## config.mk

```make
export PLATFORM = sky130hd
export DESIGN_NAME = textured_quad_batcher
export DESIGN_NICKNAME = d
export VERILOG_FILES = /design/src/design/tqb_pkg.sv /design/src/design/tqb_ctrl.sv /design/src/design/tqb_dp.sv /design/src/design/textured_quad_batcher.sv
export SDC_FILE = /design/constraint.sdc
export NUM_CORES = 2
export LEC_CHECK = 0
export BUFFER_PORTS_ARGS = -buffer_cell sky130_fd_sc_hd__clkbuf_2
export CAP_MARGIN = 20
export CELL_PAD_IN_SITES_DETAIL_PLACEMENT = 1
export CELL_PAD_IN_SITES_GLOBAL_PLACEMENT = 1
export CORE_AREA = 4 4 466 376
export CTS_CLUSTER_DIAMETER = 120
export DETAILED_ROUTE_END_ITERATION = 6
export DIE_AREA = 0 0 470 380
export PLACE_DENSITY_LB_ADDON = 0.1
export SLEW_MARGIN = 20
export SYNTH_ARGS = -nofsm -noshare
export SYNTH_HDL_FRONTEND = slang
export SYNTH_SLANG_ARGS = --single-unit
```

## constraint.sdc

```tcl
create_clock -name clk_i -period 29.2 [get_ports clk_i]
set_clock_uncertainty 0.1 [all_clocks]
set_input_delay 5.84 -clock clk_i [delete_from_list [all_inputs] [get_ports clk_i]]
set_output_delay 5.84 -clock clk_i [all_outputs]
set_load 0.005 [all_outputs]
```

## src/design/tqb_pkg.sv

```systemverilog
`timescale 1ns / 1ps
package tqb_pkg;

  localparam int MAX_QUADS   = 16384;
  localparam int TEX_SLOTS   = 32;
  localparam int TEX_ID_BITS = 16;

  localparam int QCNT_W = $clog2(MAX_QUADS + 1);
  localparam int SCNT_W = $clog2(TEX_SLOTS + 1);
  localparam int SIDX_W = (TEX_SLOTS > 1) ? $clog2(TEX_SLOTS) : 1;

  // quarter-wave sine polynomial coefficients
  localparam logic [32:0] POLY_C1 = 33'd421657428;
  localparam logic [32:0] POLY_C3 = 33'd173399668;
  localparam logic [32:0] POLY_C5 = 33'd20177696;

  typedef enum logic [4:0] {
    ST_IDLE,
    ST_DECODE,
    ST_FLUSH,
    ST_CHKMAX,
    ST_SRCH_RD,
    ST_SRCH_CMP,
    ST_MISS,
    ST_T2,
    ST_C5,
    ST_C3,
    ST_C1,
    ST_RND,
    ST_SXC,
    ST_SYS,
    ST_SXS,
    ST_SYC,
    ST_EMIT
  } state_e;

  typedef enum logic [3:0] {
    MOP_NONE,
    MOP_T2,
    MOP_C5,
    MOP_C3,
    MOP_C1,
    MOP_SXC,
    MOP_SYS,
    MOP_SXS,
    MOP_SYC
  } mop_e;

  typedef struct packed {
    logic ld_in;
    logic clr_batch;
    logic emit_flush;
    logic emit_vtx;
    logic last;
    logic srch_clr;
    logic srch_rd;
    logic srch_inc;
    logic set_hit;
    logic alloc;
    mop_e mop;
    logic phase;      // 0 cosine pass, 1 sine pass
    logic store_trig;
    logic corner_clr;
    logic corner_inc;
    logic quad_inc;
  } cmd_t;

  typedef struct packed {
    logic action;
    logic q_full;
    logic q_nz;
    logic slots_full;
    logic srch_end;
    logic hit;
    logic out_free;
    logic corner_last;
  } sts_t;

endpackage

```

## src/design/tqb_ctrl.sv

```systemverilog
`timescale 1ns / 1ps
module tqb_ctrl (
  input  logic          clk_i,
  input  logic          rst_ni,
  input  logic          in_valid_i,
  output logic          in_ready_o,
  input  tqb_pkg::sts_t sts_i,
  output tqb_pkg::cmd_t cmd_o
);
  import tqb_pkg::*;

  state_e state_q, state_d;
  logic   phase_q, phase_d;

  always_ff @(posedge clk_i or negedge rst_ni) begin
    if (!rst_ni) begin
      state_q <= ST_IDLE;
      phase_q <= 1'b0;
    end else begin
      state_q <= state_d;
      phase_q <= phase_d;
    end
  end

  always_comb begin
    state_d    = state_q;
    phase_d    = phase_q;
    in_ready_o = 1'b0;
    cmd_o      = '0;
    cmd_o.mop  = MOP_NONE;
    cmd_o.phase = phase_q;
    case (state_q)
      ST_IDLE: begin
        in_ready_o = 1'b1;
        if (in_valid_i) begin
          cmd_o.ld_in = 1'b1;
          state_d = ST_DECODE;
        end
      end
      ST_DECODE: begin
        state_d = sts_i.action ? ST_FLUSH : ST_CHKMAX;
      end
      ST_FLUSH: begin
        if (!sts_i.q_nz) begin
          cmd_o.clr_batch = 1'b1;
          state_d = ST_IDLE;
        end else if (sts_i.out_free) begin
          cmd_o.emit_flush = 1'b1;
          cmd_o.last = 1'b1;
          cmd_o.clr_batch = 1'b1;
          state_d = ST_IDLE;
        end
      end
      ST_CHKMAX: begin
        if (!sts_i.q_full) begin
          cmd_o.srch_clr = 1'b1;
          state_d = ST_SRCH_RD;
        end else if (sts_i.out_free) begin
          cmd_o.emit_flush = 1'b1;
          cmd_o.clr_batch = 1'b1;
          cmd_o.srch_clr = 1'b1;
          state_d = ST_SRCH_RD;
        end
      end
      ST_SRCH_RD: begin
        if (sts_i.srch_end) begin
          state_d = ST_MISS;
        end else begin
          cmd_o.srch_rd = 1'b1;
          state_d = ST_SRCH_CMP;
        end
      end
      ST_SRCH_CMP: begin
        if (sts_i.hit) begin
          cmd_o.set_hit = 1'b1;
          phase_d = 1'b0;
          state_d = ST_T2;
        end else begin
          cmd_o.srch_inc = 1'b1;
          state_d = ST_SRCH_RD;
        end
      end
      ST_MISS: begin
        // close a full batch first, then take the next free slot
        if (sts_i.slots_full) begin
          if (!sts_i.q_nz) begin
            cmd_o.clr_batch = 1'b1;
          end else if (sts_i.out_free) begin
            cmd_o.emit_flush = 1'b1;
            cmd_o.clr_batch = 1'b1;
          end
        end else begin
          cmd_o.alloc = 1'b1;
          phase_d = 1'b0;
          state_d = ST_T2;
        end
      end
      ST_T2: begin
        cmd_o.mop = MOP_T2;
        state_d = ST_C5;
      end
      ST_C5: begin
        cmd_o.mop = MOP_C5;
        state_d = ST_C3;
      end
      ST_C3: begin
        cmd_o.mop = MOP_C3;
        state_d = ST_C1;
      end
      ST_C1: begin
        cmd_o.mop = MOP_C1;
        state_d = ST_RND;
      end
      ST_RND: begin
        cmd_o.store_trig = 1'b1;
        if (!phase_q) begin
          phase_d = 1'b1;
          state_d = ST_T2;
        end else begin
          state_d = ST_SXC;
        end
      end
      ST_SXC: begin
        cmd_o.mop = MOP_SXC;
        cmd_o.corner_clr = 1'b1;
        state_d = ST_SYS;
      end
      ST_SYS: begin
        cmd_o.mop = MOP_SYS;
        state_d = ST_SXS;
      end
      ST_SXS: begin
        cmd_o.mop = MOP_SXS;
        state_d = ST_SYC;
      end
      ST_SYC: begin
        cmd_o.mop = MOP_SYC;
        state_d = ST_EMIT;
      end
      ST_EMIT: begin
        if (sts_i.out_free) begin
          cmd_o.emit_vtx = 1'b1;
          cmd_o.last = sts_i.corner_last;
          cmd_o.corner_inc = 1'b1;
          if (sts_i.corner_last) begin
            cmd_o.quad_inc = 1'b1;
            state_d = ST_IDLE;
          end
        end
      end
      default: begin
        state_d = ST_IDLE;
      end
    endcase
  end

endmodule

```

## src/design/tqb_dp.sv

```systemverilog
`timescale 1ns / 1ps
module tqb_dp (
  input  logic                clk_i,
  input  logic                rst_ni,
  input  tqb_pkg::cmd_t       cmd_i,
  output tqb_pkg::sts_t       sts_o,
  input  logic                action_i,
  input  logic signed [31:0]  pos_x_i,
  input  logic signed [31:0]  pos_y_i,
  input  logic signed [31:0]  pos_z_i,
  input  logic signed [31:0]  size_x_i,
  input  logic signed [31:0]  size_y_i,
  input  logic        [15:0]  angle_i,
  input  logic        [15:0]  texture_id_i,
  input  logic        [15:0]  tiling_i,
  input  logic        [31:0]  rgba_i,
  output logic                out_valid_o,
  input  logic                out_ready_i,
  output logic                kind_o,
  output logic signed [31:0]  vert_x_o,
  output logic signed [31:0]  vert_y_o,
  output logic signed [31:0]  vert_z_o,
  output logic        [31:0]  vert_rgba_o,
  output logic                tex_u_o,
  output logic                tex_v_o,
  output logic        [5:0]   slot_o,
  output logic        [15:0]  vert_tiling_o,
  output logic        [14:0]  batch_quads_o,
  output logic                last_o
);
  import tqb_pkg::*;

  // input word
  logic                   action_q;
  logic signed [31:0]     px_q, py_q, pz_q, sx_q, sy_q;
  logic [15:0]            angle_q, tiling_q;
  logic [TEX_ID_BITS-1:0] id_q;
  logic [31:0]            rgba_q;

  // batch state
  logic [QCNT_W-1:0]      quads_q;
  logic [SCNT_W-1:0]      slots_q;
  logic [SCNT_W-1:0]      idx_q;
  logic [SCNT_W-1:0]      slot_q;
  logic [TEX_ID_BITS-1:0] table_mem [TEX_SLOTS];
  logic [TEX_ID_BITS-1:0] rd_q;
  logic [1:0]             corner_q;

  // arithmetic
  logic [28:0]            t2_q;
  logic [56:0]            m_q;
  logic signed [16:0]     cos_q, sin_q;
  logic signed [47:0]     p_sxc_q, p_sys_q, p_sxs_q, p_syc_q;

  // output register
  logic                   ovalid_q;

  logic                   out_free;
  assign out_free = !ovalid_q || out_ready_i;

  always_ff @(posedge clk_i) begin
    if (cmd_i.ld_in) begin
      action_q <= action_i;
      px_q     <= pos_x_i;
      py_q     <= pos_y_i;
      pz_q     <= pos_z_i;
      sx_q     <= size_x_i;
      sy_q     <= size_y_i;
      angle_q  <= angle_i;
      id_q     <= TEX_ID_BITS'(texture_id_i);
      tiling_q <= tiling_i;
      rgba_q   <= rgba_i;
    end
  end

  always_ff @(posedge clk_i or negedge rst_ni) begin
    if (!rst_ni) begin
      quads_q <= '0;
      slots_q <= '0;
    end else begin
      if (cmd_i.clr_batch) begin
        quads_q <= '0;
        slots_q <= '0;
      end else begin
        if (cmd_i.alloc) slots_q <= slots_q + 1'b1;
        if (cmd_i.quad_inc) quads_q <= quads_q + 1'b1;
      end
    end
  end

  // slot table and search
  always_ff @(posedge clk_i) begin
    if (cmd_i.srch_rd) rd_q <= table_mem[idx_q[SIDX_W-1:0]];
    if (cmd_i.alloc) table_mem[slots_q[SIDX_W-1:0]] <= id_q;
  end

  always_ff @(posedge clk_i) begin
    if (cmd_i.srch_clr) idx_q <= '0;
    else if (cmd_i.srch_inc) idx_q <= idx_q + 1'b1;
    if (cmd_i.set_hit) slot_q <= idx_q;
    else if (cmd_i.alloc) slot_q <= slots_q;
    if (cmd_i.corner_clr) corner_q <= '0;
    else if (cmd_i.corner_inc) corner_q <= corner_q + 1'b1;
  end

  // quarter-wave argument for the current pass
  logic [15:0] a_eff;
  logic [14:0] t;
  assign a_eff = cmd_i.phase ? angle_q : angle_q + 16'd16384;
  assign t = a_eff[14] ? (15'd16384 - {1'b0, a_eff[13:0]}) : {1'b0, a_eff[13:0]};

  // shared multiplier
  logic signed [32:0] mul_a, mul_b;
  logic signed [65:0] prod;
  always_comb begin
    mul_a = '0;
    mul_b = '0;
    case (cmd_i.mop)
      MOP_T2: begin
        mul_a = $signed({18'd0, t});
        mul_b = $signed({18'd0, t});
      end
      MOP_C5: begin
        mul_a = $signed(POLY_C5);
        mul_b = $signed({4'd0, t2_q});
      end
      MOP_C3: begin
        mul_a = $signed(POLY_C3 - {4'd0, m_q[56:28]});
        mul_b = $signed({4'd0, t2_q});
      end
      MOP_C1: begin
        mul_a = $signed(POLY_C1 - {4'd0, m_q[56:28]});
        mul_b = $signed({18'd0, t});
      end
      MOP_SXC: begin
        mul_a = {sx_q[31], sx_q};
        mul_b = {{16{cos_q[16]}}, cos_q};
      end
      MOP_SYS: begin
        mul_a = {sy_q[31], sy_q};
        mul_b = {{16{sin_q[16]}}, sin_q};
      end
      MOP_SXS: begin
        mul_a = {sx_q[31], sx_q};
        mul_b = {{16{sin_q[16]}}, sin_q};
      end
      MOP_SYC: begin
        mul_a = {sy_q[31], sy_q};
        mul_b = {{16{cos_q[16]}}, cos_q};
      end
      default: begin
        mul_a = '0;
        mul_b = '0;
      end
    endcase
  end
  assign prod = mul_a * mul_b;

  always_ff @(posedge clk_i) begin
    case (cmd_i.mop)
      MOP_T2:  t2_q    <= prod[28:0];
      MOP_C5:  m_q     <= prod[56:0];
      MOP_C3:  m_q     <= prod[56:0];
      MOP_C1:  m_q     <= prod[56:0];
      MOP_SXC: p_sxc_q <= prod[47:0];
      MOP_SYS: p_sys_q <= prod[47:0];
      MOP_SXS: p_sxs_q <= prod[47:0];
      MOP_SYC: p_syc_q <= prod[47:0];
      default: begin
      end
    endcase
  end

  // round to Q15, saturate, apply quadrant sign
  logic [43:0]        v_rnd;
  logic [15:0]        v_mag;
  logic signed [16:0] v_sgn;
  assign v_rnd = {1'b0, m_q[56:14]} + 44'd4096;
  assign v_mag = (v_rnd[43:13] > 31'd32767) ? 16'd32767 : v_rnd[28:13];
  assign v_sgn = a_eff[15] ? -$signed({1'b0, v_mag}) : $signed({1'b0, v_mag});

  always_ff @(posedge clk_i) begin
    if (cmd_i.store_trig) begin
      if (angle_q == 16'd0) begin
        // no rotation: exact unit cosine
        cos_q <= 17'sd32768;
        sin_q <= '0;
      end else if (cmd_i.phase) begin
        sin_q <= v_sgn;
      end else begin
        cos_q <= v_sgn;
      end
    end
  end

  // corner offsets
  logic               cx_pos, cy_pos;
  logic signed [49:0] dx, dy, dx_r, dy_r;
  logic signed [49:0] a_x, b_x, a_y, b_y;
  assign cx_pos = (corner_q == 2'd1) || (corner_q == 2'd2);
  assign cy_pos = corner_q[1];
  assign a_x = cx_pos ? 50'(p_sxc_q) : -50'(p_sxc_q);
  assign b_x = cy_pos ? 50'(p_sys_q) : -50'(p_sys_q);
  assign a_y = cx_pos ? 50'(p_sxs_q) : -50'(p_sxs_q);
  assign b_y = cy_pos ? 50'(p_syc_q) : -50'(p_syc_q);
  assign dx = a_x - b_x;
  assign dy = a_y + b_y;
  assign dx_r = (dx + 50'sd32768) >>> 16;
  assign dy_r = (dy + 50'sd32768) >>> 16;

  always_ff @(posedge clk_i or negedge rst_ni) begin
    if (!rst_ni) begin
      ovalid_q <= 1'b0;
    end else if (cmd_i.emit_flush || cmd_i.emit_vtx) begin
      ovalid_q <= 1'b1;
    end else if (out_ready_i) begin
      ovalid_q <= 1'b0;
    end
  end

  always_ff @(posedge clk_i) begin
    if (cmd_i.emit_flush) begin
      kind_o        <= 1'b1;
      vert_x_o      <= '0;
      vert_y_o      <= '0;
      vert_z_o      <= '0;
      vert_rgba_o   <= '0;
      tex_u_o       <= 1'b0;
      tex_v_o       <= 1'b0;
      slot_o        <= 6'(slots_q);
      vert_tiling_o <= '0;
      batch_quads_o <= 15'(quads_q);
      last_o        <= cmd_i.last;
    end else if (cmd_i.emit_vtx) begin
      kind_o        <= 1'b0;
      vert_x_o      <= px_q + dx_r[31:0];
      vert_y_o      <= py_q + dy_r[31:0];
      vert_z_o      <= pz_q;
      vert_rgba_o   <= rgba_q;
      tex_u_o       <= cx_pos;
      tex_v_o       <= cy_pos;
      slot_o        <= 6'(slot_q);
      vert_tiling_o <= tiling_q;
      batch_quads_o <= '0;
      last_o        <= cmd_i.last;
    end
  end

  assign out_valid_o = ovalid_q;

  always_comb begin
    sts_o.action      = action_q;
    sts_o.q_full      = quads_q >= QCNT_W'(MAX_QUADS);
    sts_o.q_nz        = quads_q != '0;
    sts_o.slots_full  = slots_q >= SCNT_W'(TEX_SLOTS);
    sts_o.srch_end    = idx_q >= slots_q;
    sts_o.hit         = rd_q == id_q;
    sts_o.out_free    = out_free;
    sts_o.corner_last = corner_q == 2'd3;
  end

endmodule

```

## src/design/textured_quad_batcher.sv

```systemverilog
`timescale 1ns / 1ps
// A draw searches the texture table slot by slot (a read, then a compare, per slot; one read
// port), takes the next free slot on a miss (closing the batch first when all slots are
// taken), then works out cosine, sine and the corner products; output stalls can hold it.
// Throughput: one item at a time; trig and corner products share one multiplier
// (ten steps for sine and cosine, four for the products), then one vertex per cycle
// while the output is not stalled. Reset is asynchronous, active low, and empties
// the batch; the slot table holds no reset value and is only read below the fill count.
module textured_quad_batcher (
  input  logic               clk_i,
  input  logic               rst_ni,
  input  logic               in_valid_i,
  output logic               in_ready_o,
  input  logic               action_i,
  input  logic signed [31:0] pos_x_i,
  input  logic signed [31:0] pos_y_i,
  input  logic signed [31:0] pos_z_i,
  input  logic signed [31:0] size_x_i,
  input  logic signed [31:0] size_y_i,
  input  logic        [15:0] angle_i,
  input  logic        [15:0] texture_id_i,
  input  logic        [15:0] tiling_i,
  input  logic        [31:0] rgba_i,
  output logic               out_valid_o,
  input  logic               out_ready_i,
  output logic               kind_o,
  output logic signed [31:0] vert_x_o,
  output logic signed [31:0] vert_y_o,
  output logic signed [31:0] vert_z_o,
  output logic        [31:0] vert_rgba_o,
  output logic               tex_u_o,
  output logic               tex_v_o,
  output logic        [5:0]  slot_o,
  output logic        [15:0] vert_tiling_o,
  output logic        [14:0] batch_quads_o,
  output logic               last_o
);
  import tqb_pkg::*;

  cmd_t cmd;
  sts_t sts;

  tqb_ctrl u_ctrl (
    .clk_i      (clk_i),
    .rst_ni     (rst_ni),
    .in_valid_i (in_valid_i),
    .in_ready_o (in_ready_o),
    .sts_i      (sts),
    .cmd_o      (cmd)
  );

  tqb_dp u_dp (
    .clk_i         (clk_i),
    .rst_ni        (rst_ni),
    .cmd_i         (cmd),
    .sts_o         (sts),
    .action_i      (action_i),
    .pos_x_i       (pos_x_i),
    .pos_y_i       (pos_y_i),
    .pos_z_i       (pos_z_i),
    .size_x_i      (size_x_i),
    .size_y_i      (size_y_i),
    .angle_i       (angle_i),
    .texture_id_i  (texture_id_i),
    .tiling_i      (tiling_i),
    .rgba_i        (rgba_i),
    .out_valid_o   (out_valid_o),
    .out_ready_i   (out_ready_i),
    .kind_o        (kind_o),
    .vert_x_o      (vert_x_o),
    .vert_y_o      (vert_y_o),
    .vert_z_o      (vert_z_o),
    .vert_rgba_o   (vert_rgba_o),
    .tex_u_o       (tex_u_o),
    .tex_v_o       (tex_v_o),
    .slot_o        (slot_o),
    .vert_tiling_o (vert_tiling_o),
    .batch_quads_o (batch_quads_o),
    .last_o        (last_o)
  );

endmodule

```

==> results.md <==
STA:
- The highest clock rate is ~79 MHz.
- The number of endpoints with negative hold slack in the final report is 0.
- Summed over all failing endpoints, the final setup total negative slack is 0 ns.
- The transition time at the pin with the least slew margin is roughly 1.2 ns.
- The number of failing setup endpoints in the final timing report is 0.
- Setup repair after global routing left no endpoint under its margin.
- The worst relative slew slack is between 10% and 20%.
- The time the worst path needs with I/O delays and setup is 12.61 ns.
- The final count of pins violating max slew is 0.
- After layout, the worst path uses 43.2% of the clock period.

Finish:
- In the final layout, the share of cells above drive strength 1 is approximately an eighth.
- The final layout contains roughly 10000 nets.
- The non-filler instance count after layout is between 10000 and 15000.
- Relative to the synthesized area, the layout overhead comes to 10.7%.

Yosys:
- The share of the yosys chip area belonging to registers is approximately 39%.
- After synthesis, the cell types taking the most area are sky130_fd_sc_hd__edfxtp_1 (35%), sky130_fd_sc_hd__fa_1 (22%), sky130_fd_sc_hd__ha_1 (6.3%).
- The per-instance average area after synthesis is between 10 and 15 sq um.
- The post-synthesis async set-or-reset flop share is about 2.2%.
- The area share of the leading cell type in the synthesized netlist is 34.8%.
- The prevailing post-synth register cell is sky130_fd_sc_hd__edfxtp_1.
- Of all cell types, the one taking the most synthesized area is sky130_fd_sc_hd__edfxtp_1.
- The synthesis warning total is 0.
- The count of flip-flops with a built-in enable after synthesis is approximately 1100.
- The count of distinct cell types in the synthesized netlist is 94.
- The total nets after synthesis is 10100.
- The instance count of the mapped netlist is around 8400.
- The synthesized design contains 1266 register bits.
- The mapped netlist covers approximately 93000 sq um.
- Ranked by instance count, the synthesized netlist is headed by sky130_fd_sc_hd__inv_1 (1134), sky130_fd_sc_hd__nand2_1 (1134), sky130_fd_sc_hd__edfxtp_1 (1083).

Clock tree:
- Hold repair after CTS inserted 0 buffers.
- Clock tree synthesis inserted a total of around 130 buffers.
- The CTS clock-pin slew for the worst setup and hold paths is around 0.06 ns.
- The CTS tree is built.
- The later pin in the worst-skew pair is clocked with a latency of around 0.81 ns.
- The deepest clock path buffer count is 3.
- The number of sinks handled by clock tree synthesis is approximately 1300.
- The clock tree synthesis step divided the H-tree into 4 levels.
- The post-cts repair resize count is 0.
- Post-CTS timing repair inserted 0 buffers for setup.
- The buffer type at the clock tree root is sky130_fd_sc_hd__clkbuf_16.

Placed design:
- Once detailed placement completed, the half-perimeter wirelength came to ~230000 um.
- Including well taps, the total number of placed cells is 10900.
- In this run the tool buffered the top-level ports with between 400 and 500 buffer cells.
- The weighted congestion reported at the end of routability-driven placement is ~1.

Route:
- The number of routed nets with antenna violations is 0.
- After detailed routing, the number of remaining DRC violations is 0.
- The number of DRC markers in iteration 0 is about 7000.
- After detailed routing, the average wire length per cell comes to approximately 29 um.
- The via density per instance is between 6 and 7.
- The first detailed-routing pass took 6 iterations.
- The detailed-route via count is 68000.
- Wires add up to approximately 320000 um.

Global route:
- The first global-routing pass estimated 478000 um of wire.
- After global routing the overflow that remains totals 0.
- The via count of the first global-routing pass is 74000.
- Entering global routing, the biggest net connects roughly 160 pins.
- The initial antenna violation count is 40.
- Across every metal layer, demand over resource in global routing totals 35.9%.

Worst setup path:
- The top cell family by delay on the critical path is adder cells.
- The critical path contains buffers and inverters numbering 10 combined.
- In this design, the stage delay of the slowest critical-path cell is 0.88 ns.
- The slowest stage cell on the critical path is sky130_fd_sc_hd__o21ai_0.
- Of all nets on the critical path, the largest fanout is 49.
- The critical path capture point type is a flip-flop.
- STA puts the critical path data required time at roughly 30 ns.
- The cell repeated most along the worst path is sky130_fd_sc_hd__fa_1.
- STA classifies the critical path startpoint as a flip-flop.
- The startpoint-to-endpoint class of the critical path is reg2reg.
- The worst path arrival time is 13.05 ns.

Hold path:
- The path class of the tightest hold or removal check is reg2reg.

Die:
- Once the floorplan was initialized, standard cells occupied a little over half of the core.
- The die is 470 um wide.
- The row count is roughly 140.
- During I/O placement, the number of pins put on the boundary was between 400 and 500.
- In this run the standard cell core region covers between 150000 and 200000 sq um.
- The floorplan die height is roughly 380 um.
- The die covers around 180000 sq um.

Run status:
- The flow ran to the end, and the final reports show no timing, DRC or antenna violations.

Job:
- The max-capacitance violation count is 0.
==> worst min-delay path: stages, from the launching register on <==
cell and delay, ns:
sky130_fd_sc_hd__edfxtp_1 0.32, sky130_fd_sc_hd__nand2_1 0.04, sky130_fd_sc_hd__o21ai_0 0.05
==> sequential cells by signal, indices dropped and copies added (netlist names), 48 cells and up <==
signal          count
u_dp.p_syc_q       48
u_dp.p_sys_q       48
u_dp.table_mem    512
u_dp.p_sxc_q       48
u_dp.p_sxs_q       48
==> cell usage in the layout, fill, tap and decap left out, types with 40 or more instances in the layout <==
cell type                      n
sky130_fd_sc_hd__and2_1      113
sky130_fd_sc_hd__a31oi_1      51
sky130_fd_sc_hd__nor2_1      621
sky130_fd_sc_hd__nor3_1      119
sky130_fd_sc_hd__ha_1        467
sky130_fd_sc_hd__nor4_1       40
sky130_fd_sc_hd__xnor2_1     246
sky130_fd_sc_hd__edfxtp_1   1083
sky130_fd_sc_hd__nand3_1     102
sky130_fd_sc_hd__buf_4       175
sky130_fd_sc_hd__clkbuf_2    416
sky130_fd_sc_hd__mux2i_1      41
sky130_fd_sc_hd__mux4_2      160
sky130_fd_sc_hd__clkbuf_16   131
sky130_fd_sc_hd__nand2b_1     48
sky130_fd_sc_hd__a21oi_1     319
sky130_fd_sc_hd__inv_1      1134
sky130_fd_sc_hd__dfxtp_1     149
sky130_fd_sc_hd__a21o_1       69
sky130_fd_sc_hd__o21ai_0     259
sky130_fd_sc_hd__xor2_1      196
sky130_fd_sc_hd__nand2_1    1126
sky130_fd_sc_hd__o21bai_1     40
sky130_fd_sc_hd__fa_1       1015
==> final cells by class <==
class,count,area (sq um)
inverters,1135,4260
multi-input cells,5592,51800
repair buffers,599,3560
diodes,21,52.6
flip-flops and latches,1266,36300
fillers,17800,67500
clock inverters,84,1030
clock buffers,157,3430
well taps,2277,2850
==> metal layers <==
| metal | vias to the layer above | global-route usage (%) | part of all wire (%) | routed length, um |
|---|---|---|---|---|
| li1 | 28700 | - | - | - |
| met1 | 35300 | 47.6 | 39 | 124000 |
| met2 | 3338 | 59.4 | 48 | 156000 |
| met3 | 695 | 6.79 | 8.7 | 28000 |
| met4 | 6 | 13.4 | 4.2 | 13500 |
| met5 | - | 0 | 0.014 | 45 |
==> logic make-up after synthesis <==
| group | after synthesis | synth area share (%) |
|---|---|---|
| AOI/OAI and AO/OA | 1015 | 6.81 |
| xor gates and xnor gates | 450 | 4.23 |
| adders and majority gates | 1483 | 28.0 |
| buffers and inverters | 1497 | 6.05 |
| DFF | 1266 | 38.9 |
| muxes | 226 | 4.60 |
| and+or+nand+nor | 2418 | 11.4 |
==> per-stage QoR <==
stage	hold slack (ns)	utilization [%]	worst slack, ns	instance area (sq um)
2_1_floorplan	0.318	-	17.11	93300
3_3_place_gp	0.320	57.8	17.08	98700
3_5_place_dp	0.330	57.8	17.00	98700
4_1_cts	0.344	60.4	16.81	103000
5_1_grt	0.362	60.5	16.15	103000
6_report	0.337	60.5	16.59	103000
==> final timing paths <==
path	start	endpoint	slack, ns	depth (start not counted)
worst max-delay path	u_ctrl.state_q[4]	u_dp.m_q[56]	16.59	35
worst min-delay path	u_dp.tiling_q[2]	u_dp.vert_tiling_o[2]	0.34	2
worst max register to register	u_ctrl.state_q[4]	u_dp.m_q[56]	16.59	35
worst min register to register	u_dp.tiling_q[2]	u_dp.vert_tiling_o[2]	0.34	2
max in group asynchronous	rst_ni	u_ctrl.state_q[0]	23.34	1
min in group asynchronous	rst_ni	u_dp.quads_q[5]	5.03	1
Power is left out: the tool's default activity adds up to more than one toggle a clock period on the data nets, which glitch-free logic cannot reach.
